## config.mk

```make
export PLATFORM = sky130hd
export DESIGN_NAME = dtq_cell
export DESIGN_NICKNAME = d
export VERILOG_FILES = /design/src/rtl/deadline_timer_queue_assert.svh /design/src/rtl/dtq_pkg.sv /design/src/rtl/dtq_cell.sv
export SDC_FILE = /design/constraint.sdc
export NUM_CORES = 1
export LEC_CHECK = 0
export BUFFER_PORTS_ARGS = -buffer_cell sky130_fd_sc_hd__buf_2
export CELL_PAD_IN_SITES_DETAIL_PLACEMENT = 0
export CELL_PAD_IN_SITES_GLOBAL_PLACEMENT = 1
export CORE_MARGIN = 3
export CORE_UTILIZATION = 32
export CTS_BUF_LIST = sky130_fd_sc_hd__clkbuf_8
export CTS_CLUSTER_DIAMETER = 150
export DETAILED_ROUTE_END_ITERATION = 10
export GPL_ROUTABILITY_DRIVEN = 0
export PLACE_DENSITY = 0.9
export REMOVE_ABC_BUFFERS = 1
export SLEW_MARGIN = 30
export SYNTH_ARGS = -nofsm -noshare
export SYNTH_HDL_FRONTEND = slang
export SYNTH_SLANG_ARGS = --single-unit
```

## constraint.sdc

```tcl
create_clock -name clock -period 5.2 [get_ports clock]
set_input_delay 1.04 -clock clock [delete_from_list [all_inputs] [get_ports clock]]
set_output_delay 1.04 -clock clock [all_outputs]
set_load 0.02 [all_outputs]
```

## src/rtl/deadline_timer_queue_assert.svh

```systemverilog
// ----------------------------------------------------------------------------
// deadline timer queue assertion macros
// concurrent check wrappers, clocked on clock; DTQ_ASSERT is masked during reset
// ----------------------------------------------------------------------------
`ifndef DEADLINE_TIMER_QUEUE_ASSERT_SVH
`define DEADLINE_TIMER_QUEUE_ASSERT_SVH

`ifndef NO_ASSERTIONS

`define DTQ_ASSERT(label, prop) \
   label: assert property (@(posedge clock) disable iff (reset) prop) \
      else $error("deadline_timer_queue check failed");

`define DTQ_ASSERT_ALWAYS(label, prop) \
   label: assert property (@(posedge clock) prop) \
      else $error("deadline_timer_queue check failed");

`else

`define DTQ_ASSERT(label, prop)

`define DTQ_ASSERT_ALWAYS(label, prop)

`endif

`endif

```

## src/rtl/dtq_pkg.sv

```systemverilog
// ----------------------------------------------------------------------------
// dtq_pkg
// shared types and codes of the deadline timer queue
// ----------------------------------------------------------------------------
package dtq_pkg;

   localparam logic CMD_ARM  = 1'b0;
   localparam logic CMD_TICK = 1'b1;

   localparam logic REG_WAKEUP_RES = 1'b0;
   localparam logic REG_BUSY_THR   = 1'b1;

   localparam logic [15:0] WAKEUP_RES_RESET = 16'd50;
   localparam logic [15:0] BUSY_THR_RESET   = 16'd1000;

   typedef enum logic [1:0] {
      ST_IDLE,
      ST_ARM,
      ST_TICK
   } state_type;

   typedef enum logic [1:0] {
      CELL_HOLD,
      CELL_INSERT,
      CELL_POP
   } cell_op_type;

   typedef struct packed {
      cell_op_type op;
      logic [7:0]  key_tag;
   } cell_ctl_type;

   typedef struct packed {
      logic        command;
      logic [31:0] time_now;
      logic [23:0] delay;
      logic [7:0]  tag;
   } req_payload_type;

   typedef struct packed {
      logic        expired_valid;
      logic [7:0]  expired_tag;
      logic        last;
      logic        arm_full;
      logic [15:0] sleep_time;
      logic        busy_wait;
      logic        queue_empty;
   } rsp_payload_type;

endpackage

```

## src/rtl/dtq_cell.sv

```systemverilog
// ----------------------------------------------------------------------------
// dtq_cell
// one slot of the sorted timer chain; takes a new key, shifts right on
// insert or shifts left on pop
// ----------------------------------------------------------------------------
module dtq_cell #(
   parameter int TIME_BITS = 32
) (
   input  logic                  clock,
   input  logic                  reset,
   input  dtq_pkg::cell_ctl_type ctl,
   input  logic [TIME_BITS-1:0]  key_deadline,
   input  logic                  left_valid,
   input  logic [TIME_BITS-1:0]  left_deadline,
   input  logic [7:0]            left_tag,
   input  logic                  left_gt,
   input  logic                  right_valid,
   input  logic [TIME_BITS-1:0]  right_deadline,
   input  logic [7:0]            right_tag,
   output logic                  cell_valid,
   output logic [TIME_BITS-1:0]  cell_deadline,
   output logic [7:0]            cell_tag,
   output logic                  cell_gt
);

   logic                 valid_ff;
   logic                 valid_in;
   logic [TIME_BITS-1:0] deadline_ff;
   logic [TIME_BITS-1:0] deadline_in;
   logic [7:0]           tag_ff;
   logic [7:0]           tag_in;
   logic                 own_gt;

   // later deadlines move aside so equal keys keep arrival order
   assign own_gt = !valid_ff || (deadline_ff > key_deadline);

   always_comb begin
      valid_in    = valid_ff;
      deadline_in = deadline_ff;
      tag_in      = tag_ff;
      case (ctl.op)
         dtq_pkg::CELL_INSERT: begin
            if (own_gt) begin
               if (left_gt) begin
                  valid_in    = left_valid;
                  deadline_in = left_deadline;
                  tag_in      = left_tag;
               end else begin
                  valid_in    = 1'b1;
                  deadline_in = key_deadline;
                  tag_in      = ctl.key_tag;
               end
            end
         end
         dtq_pkg::CELL_POP: begin
            valid_in    = right_valid;
            deadline_in = right_deadline;
            tag_in      = right_tag;
         end
         default: begin
            valid_in = valid_ff;
         end
      endcase
   end

   always_ff @(posedge clock) begin
      if (reset) begin
         valid_ff <= 1'b0;
      end else begin
         valid_ff <= valid_in;
      end
   end

   always_ff @(posedge clock) begin
      deadline_ff <= deadline_in;
      tag_ff      <= tag_in;
   end

   assign cell_valid    = valid_ff;
   assign cell_deadline = deadline_ff;
   assign cell_tag      = tag_ff;
   assign cell_gt       = own_gt;

endmodule

```

# Word level (Yosys, flattened, before mapping)
# Cells that the tools add are included.
word_totals:
  mem_count: 0
  latchBits: 0
  register_bits: 41
  in_bits: 127
  mem_bits_ro: 0
  output_inout_bits: 42
  word_cells: 20
  ram_bits: 0
op_classes:
  n_lt_le_gt_ge: 1
  n_reduce_logical: 4
  shift: 0
  n_bitwise: 0
  n_div: 0
  mul: 0
  n_mux: 9
  add_sub_neg: 0
  n_eq_ne: 3
op_table:
  columns: ["op", "n"]
  rows:
  - ["$mux W32", 2]
  - ["$pmux W32 S2", 1]
  - ["$gt A32 B32 Y1", 1]
  - ["$mux W8", 2]
  - ["$pmux W8 S2", 1]
  - ["$eq A2 B1 Y1 const B", 1]
  - ["$eq A2 B2 Y1 const B", 1]
  - ["$mux W1", 2]
  - ["$ne A2 B2 Y1 const B", 1]
  - ["$pmux W1 S2", 1]
  - ["$reduce_and A2 Y1", 1]
  - ["$reduce_bool A2 Y1", 1]
  - ["$logic_not A1 Y1", 1]
  - ["$logic_or A1 B1 Y1", 1]

# Longest topological paths before layout
depth:
  ltp_word: 4
  depth_mapped: 8
  depth_no_buf: 8

# Worst setup path before layout
# Ideal clock, no wire load.
synth_path:
  kind: "input to register"
  startpoint: "in key_deadline[14]"
  endpoint: "reg deadline_ff[0] (netlist: cell_deadline[0]) (enable)"
  setup_slack_ps: 686
  n_path_buf: 0
  t_arrival_ps: 4071
  path_stages: 7
  setup_ps: 442
  cell_sequence: "inv_1 ha_1 nand4_2 or4_1 o21ai_0 nor4_1 o21ai_1"
synth_via:
  elab_chain_cells: 4
synth_rtl:
  columns: ["item", "line", "rtl"]
  rows:
  - ["start, declared", "dtq_cell.sv:12", "input logic [TIME_BITS-1:0] key_deadline,"]
  - ["$gt A32 B32 Y1", "dtq_cell.sv:35", "assign own_gt = !valid_ff || (deadline_ff > key_deadline);"]
  - ["$logic_or A1 B1 Y1", "dtq_cell.sv:35", null]
  - ["$ne A2 B2 Y1 (no source line)", null, null]
  - ["$reduce_and A2 Y1 (no source line)", null, null]
  - ["end signal, assigned", "dtq_cell.sv:75", "deadline_ff <= deadline_in;"]
  - ["end, declared", "dtq_cell.sv:28", "logic [TIME_BITS-1:0] deadline_ff;"]
# No other way between the ends.
# A chain may end at the register's enable or synchronous reset.

# Worst setup path in the final report
layout_path:
  startpoint: "in key_deadline[27]"
  endpoint: "out cell_gt"
layout_via:
  elab_chain_cells: 2
layout_rtl:
  columns: ["item", "line", "rtl"]
  rows:
  - ["$gt A32 B32 Y1", "dtq_cell.sv:35", null]
  - ["$logic_or A1 B1 Y1", "dtq_cell.sv:35", null]
  - ["end, declared", "dtq_cell.sv:23", "output logic cell_gt"]
# No other way between the ends.

==> results.cfg <==
[run_status]
outcome = finished clean

[power]
seq_power_share_pct = 43.6
comb_power_share_pct = 29.7
p_sw_uw = 311
pwr-share-clk_pct = 26.7
switching_share_pct = 31.6
power.internal_uw = 673
leakagePower_uw = 0.00203
vdd_drop_max_v = 0.0000964
p_per_area_nw_per_um2 = 246

[global_routing]
grt_max_degree = 46
overflow = 0
grtUsageTotal_pct = 15.2
antenna_found_initial = 0
grt_pass1_vias = 2725
grt_pass1_wl_mm = 12.5

[floorplanning]
row_count = 34
chipWidth_um = 102
die_h_um = 102
ios = 169
initial_utilization_pct = 33.2
coreArea_um2 = 8810
die-area_um2 = 10300

[route]
wire_per_inst_um = 13.8
dr_total_vias = 2778
routed_wl_mm = 8.04
drt-initial-drc-count = 64
drc = 0
viasPerCell = 4.76
drtPass1Iterations = 4
antenna_left = 0

[critical_path]
cp_slowest_stage_delay_ns = 0.66
timing.rr.start = cell_deadline[14]
r2r_slack_ns = 2.34
critPathArrivalTime_ns = 3.14
timing.rr.end = cell_deadline[31]
required_ns = 4.16
crit_fanout = 3
crit_type = input pin to output pin
reg2regPathDepth = 7
cp_cell_sequence = buf_2 > inv_1 > ha_1 > a21oi_1 > o21ai_0 > a22oi_1 > nand3_1 > nor4_1 > o21ai_0 > buf_2
worstSetupStartpointType = input pin
endpoint_kind = output pin
crit_slowest_cell = nor4_1

[timing]
min_period_over_period_pct = 80.4
fmax_mhz = 239
tightest_slew_ns = 0.715
hold_violations = 0
rsz0062_at_grt = no
drv_slew = 0
setup_viol = 0
slew_headroom_pct = 51.9
fin_skew_ns = 0.0126
period_needed_ns = 4.18
hold_slack_ns = 0.703

[min_path]
holdPathEnd = cell_valid
hold_class = flip-flop to flip-flop
hp-start = cell_valid
worstHoldPathCells = 3

[cells_and_area]
mostFrequentLayoutCells = buf_2 (168), nand2_1 (54), o21ai_0 (48)
drive_above_1_share_pct = 38.4
layout_commonest_cell = buf_2
nFillCells = 893
final_area_um2 = 4000
num_antenna_cells = 0
layout.nets = 634
syn_to_final_growth_pct = 36.7

[yosys]
netlist_area_um2 = 2930
synthesis.area_per_instance_um2 = 9.41
synth_cells = 311
ys_types = 26
synth_seq_area_share_pct = 41.7
synth-seq-cells = 41
yosys_warnings = 0

[cts]
post_cts_buffers = 0
cts_tree = done
cts_buffers = 5
cts-hold-fix-buffers = 0
htree_levels = 2
worst_skew_pair.late_latency_ns = 0.29
post_cts_resized = 0
clk_pin_slew_ns = 0.08
clk_path_buf_depth = 2
cts.sinks = 41
cts_root_buf = clkbuf_8

[job]
maxCapViolations = 0

[place]
place_area_um2 = 3890
dp_hpwl_mm = 6.49
portBuffers = 168
==> sequential cells by signal, summed over array words and instances, names as in the netlist <==
name and cells:
cell_tag 8, cell_valid 1, cell_deadline 32
==> metrics by stage <==
| stage | cells | util [%] | power, µW | setup TNS (ns) | worst slack, ns |
|---|---|---|---|---|---|
| after floorplan | 297 | - | 601 | -4.07 | -0.102 |
| after global placement | 576 | 44.2 | 727 | 0 | 1.06 |
| after detailed placement | 576 | 44.2 | 735 | 0 | 1.00 |
| after CTS | 584 | 45.5 | 1000 | 0 | 1.01 |
| after global routing | 584 | 45.5 | 1050 | 0 | 0.788 |
| final | 584 | 45.5 | 985 | 0 | 1.02 |
==> cell usage after synthesis <==
cell / number / area [µm²]
a211oi_1: 1 / 7.51
a21o_1: 1 / 7.51
a21oi_1: 15 / 75.1
a22oi_1: 1 / 7.51
buf_1: 4 / 15.0
clkbuf_1: 10 / 37.5
dfxtp_1: 1 / 20.0
edfxtp_1: 40 / 1200
ha_1: 32 / 400
inv_1: 34 / 128
mux2i_1: 41 / 410
nand2_1: 54 / 203
nand2b_1: 2 / 12.5
nand3_1: 3 / 15.0
nand3_2: 1 / 10.0
nand4_1: 5 / 31.3
nand4_2: 1 / 12.5
nor2_1: 7 / 26.3
nor2b_1: 2 / 12.5
nor3_1: 2 / 10.0
nor4_1: 1 / 6.26
o21a_1: 2 / 15.0
o21ai_0: 48 / 240
o21ai_1: 1 / 5.00
or4_1: 1 / 7.51
or4_4: 1 / 11.3
==> power groups by stage <==
stage | sequential (µW) | combinational, µW | clock (µW)
after floorplan | 481 | 119 | 0
after global placement | 435 | 292 | 0
after detailed placement | 437 | 297 | 0
after CTS | 430 | 298 | 276
after global routing | 433 | 330 | 288
final | 429 | 292 | 263
==> cell type report <==
| class | count | area (µm²) | share of cell area (%) |
|---|---|---|---|
| clock buffers | 5 | 68.8 | 1.72 |
| clock inverters | 3 | 41.3 | 1.03 |
| inverters | 34 | 128 | 3.19 |
| multi-input cells | 222 | 1550 | 38.6 |
| flip-flops and latches | 41 | 1220 | 30.5 |
| well taps | 108 | 135 | 3.38 |
| repair buffers | 171 | 863 | 21.6 |
==> worst max-delay path, delay by kind of cell <==
kind	cells	cell delay, ns
and+or+nand+nor	2	0.78
AOI/OAI and AO/OA	4	0.68
adders and majority gates	1	0.32
buffers and inverters	3	0.31
==> layer usage <==
metal | part of all wire [%] | vias to the layer above | wire, µm | GRT usage, %
li1 | - | 1427 | - | -
met1 | 43 | 1258 | 3420 | 18.4
met2 | 50 | 91 | 4030 | 27.5
met3 | 6.8 | 2 | 551 | 3.37
met4 | 0.50 | 0 | 40 | 3.17
met5 | 0 | - | 0 | 0
==> cells by family (layout without fill, tap and decap cells) <==
group	Yosys count	count (layout)	synth area share, %
flops	41	41	41.7
buf+inv	48	213	6.15
fa+ha+maj	32	32	13.7
simple gates	80	80	12.2
mux	41	41	14.0
compound gates	69	69	12.2
==> worst max-delay path by stage <==
stage | from | to | slack (ns) | cells after the start
after CTS | key_deadline[27] | cell_gt | 1.01 | 10
after floorplan | ctl[8] | cell_deadline[0] | -0.10 | 3
after detailed placement | key_deadline[27] | cell_gt | 1.00 | 10
after global placement | key_deadline[27] | cell_gt | 1.06 | 10
after global routing | key_deadline[27] | cell_gt | 0.79 | 10
final | key_deadline[27] | cell_gt | 1.02 | 10
Power figures use the tool's default switching activity.
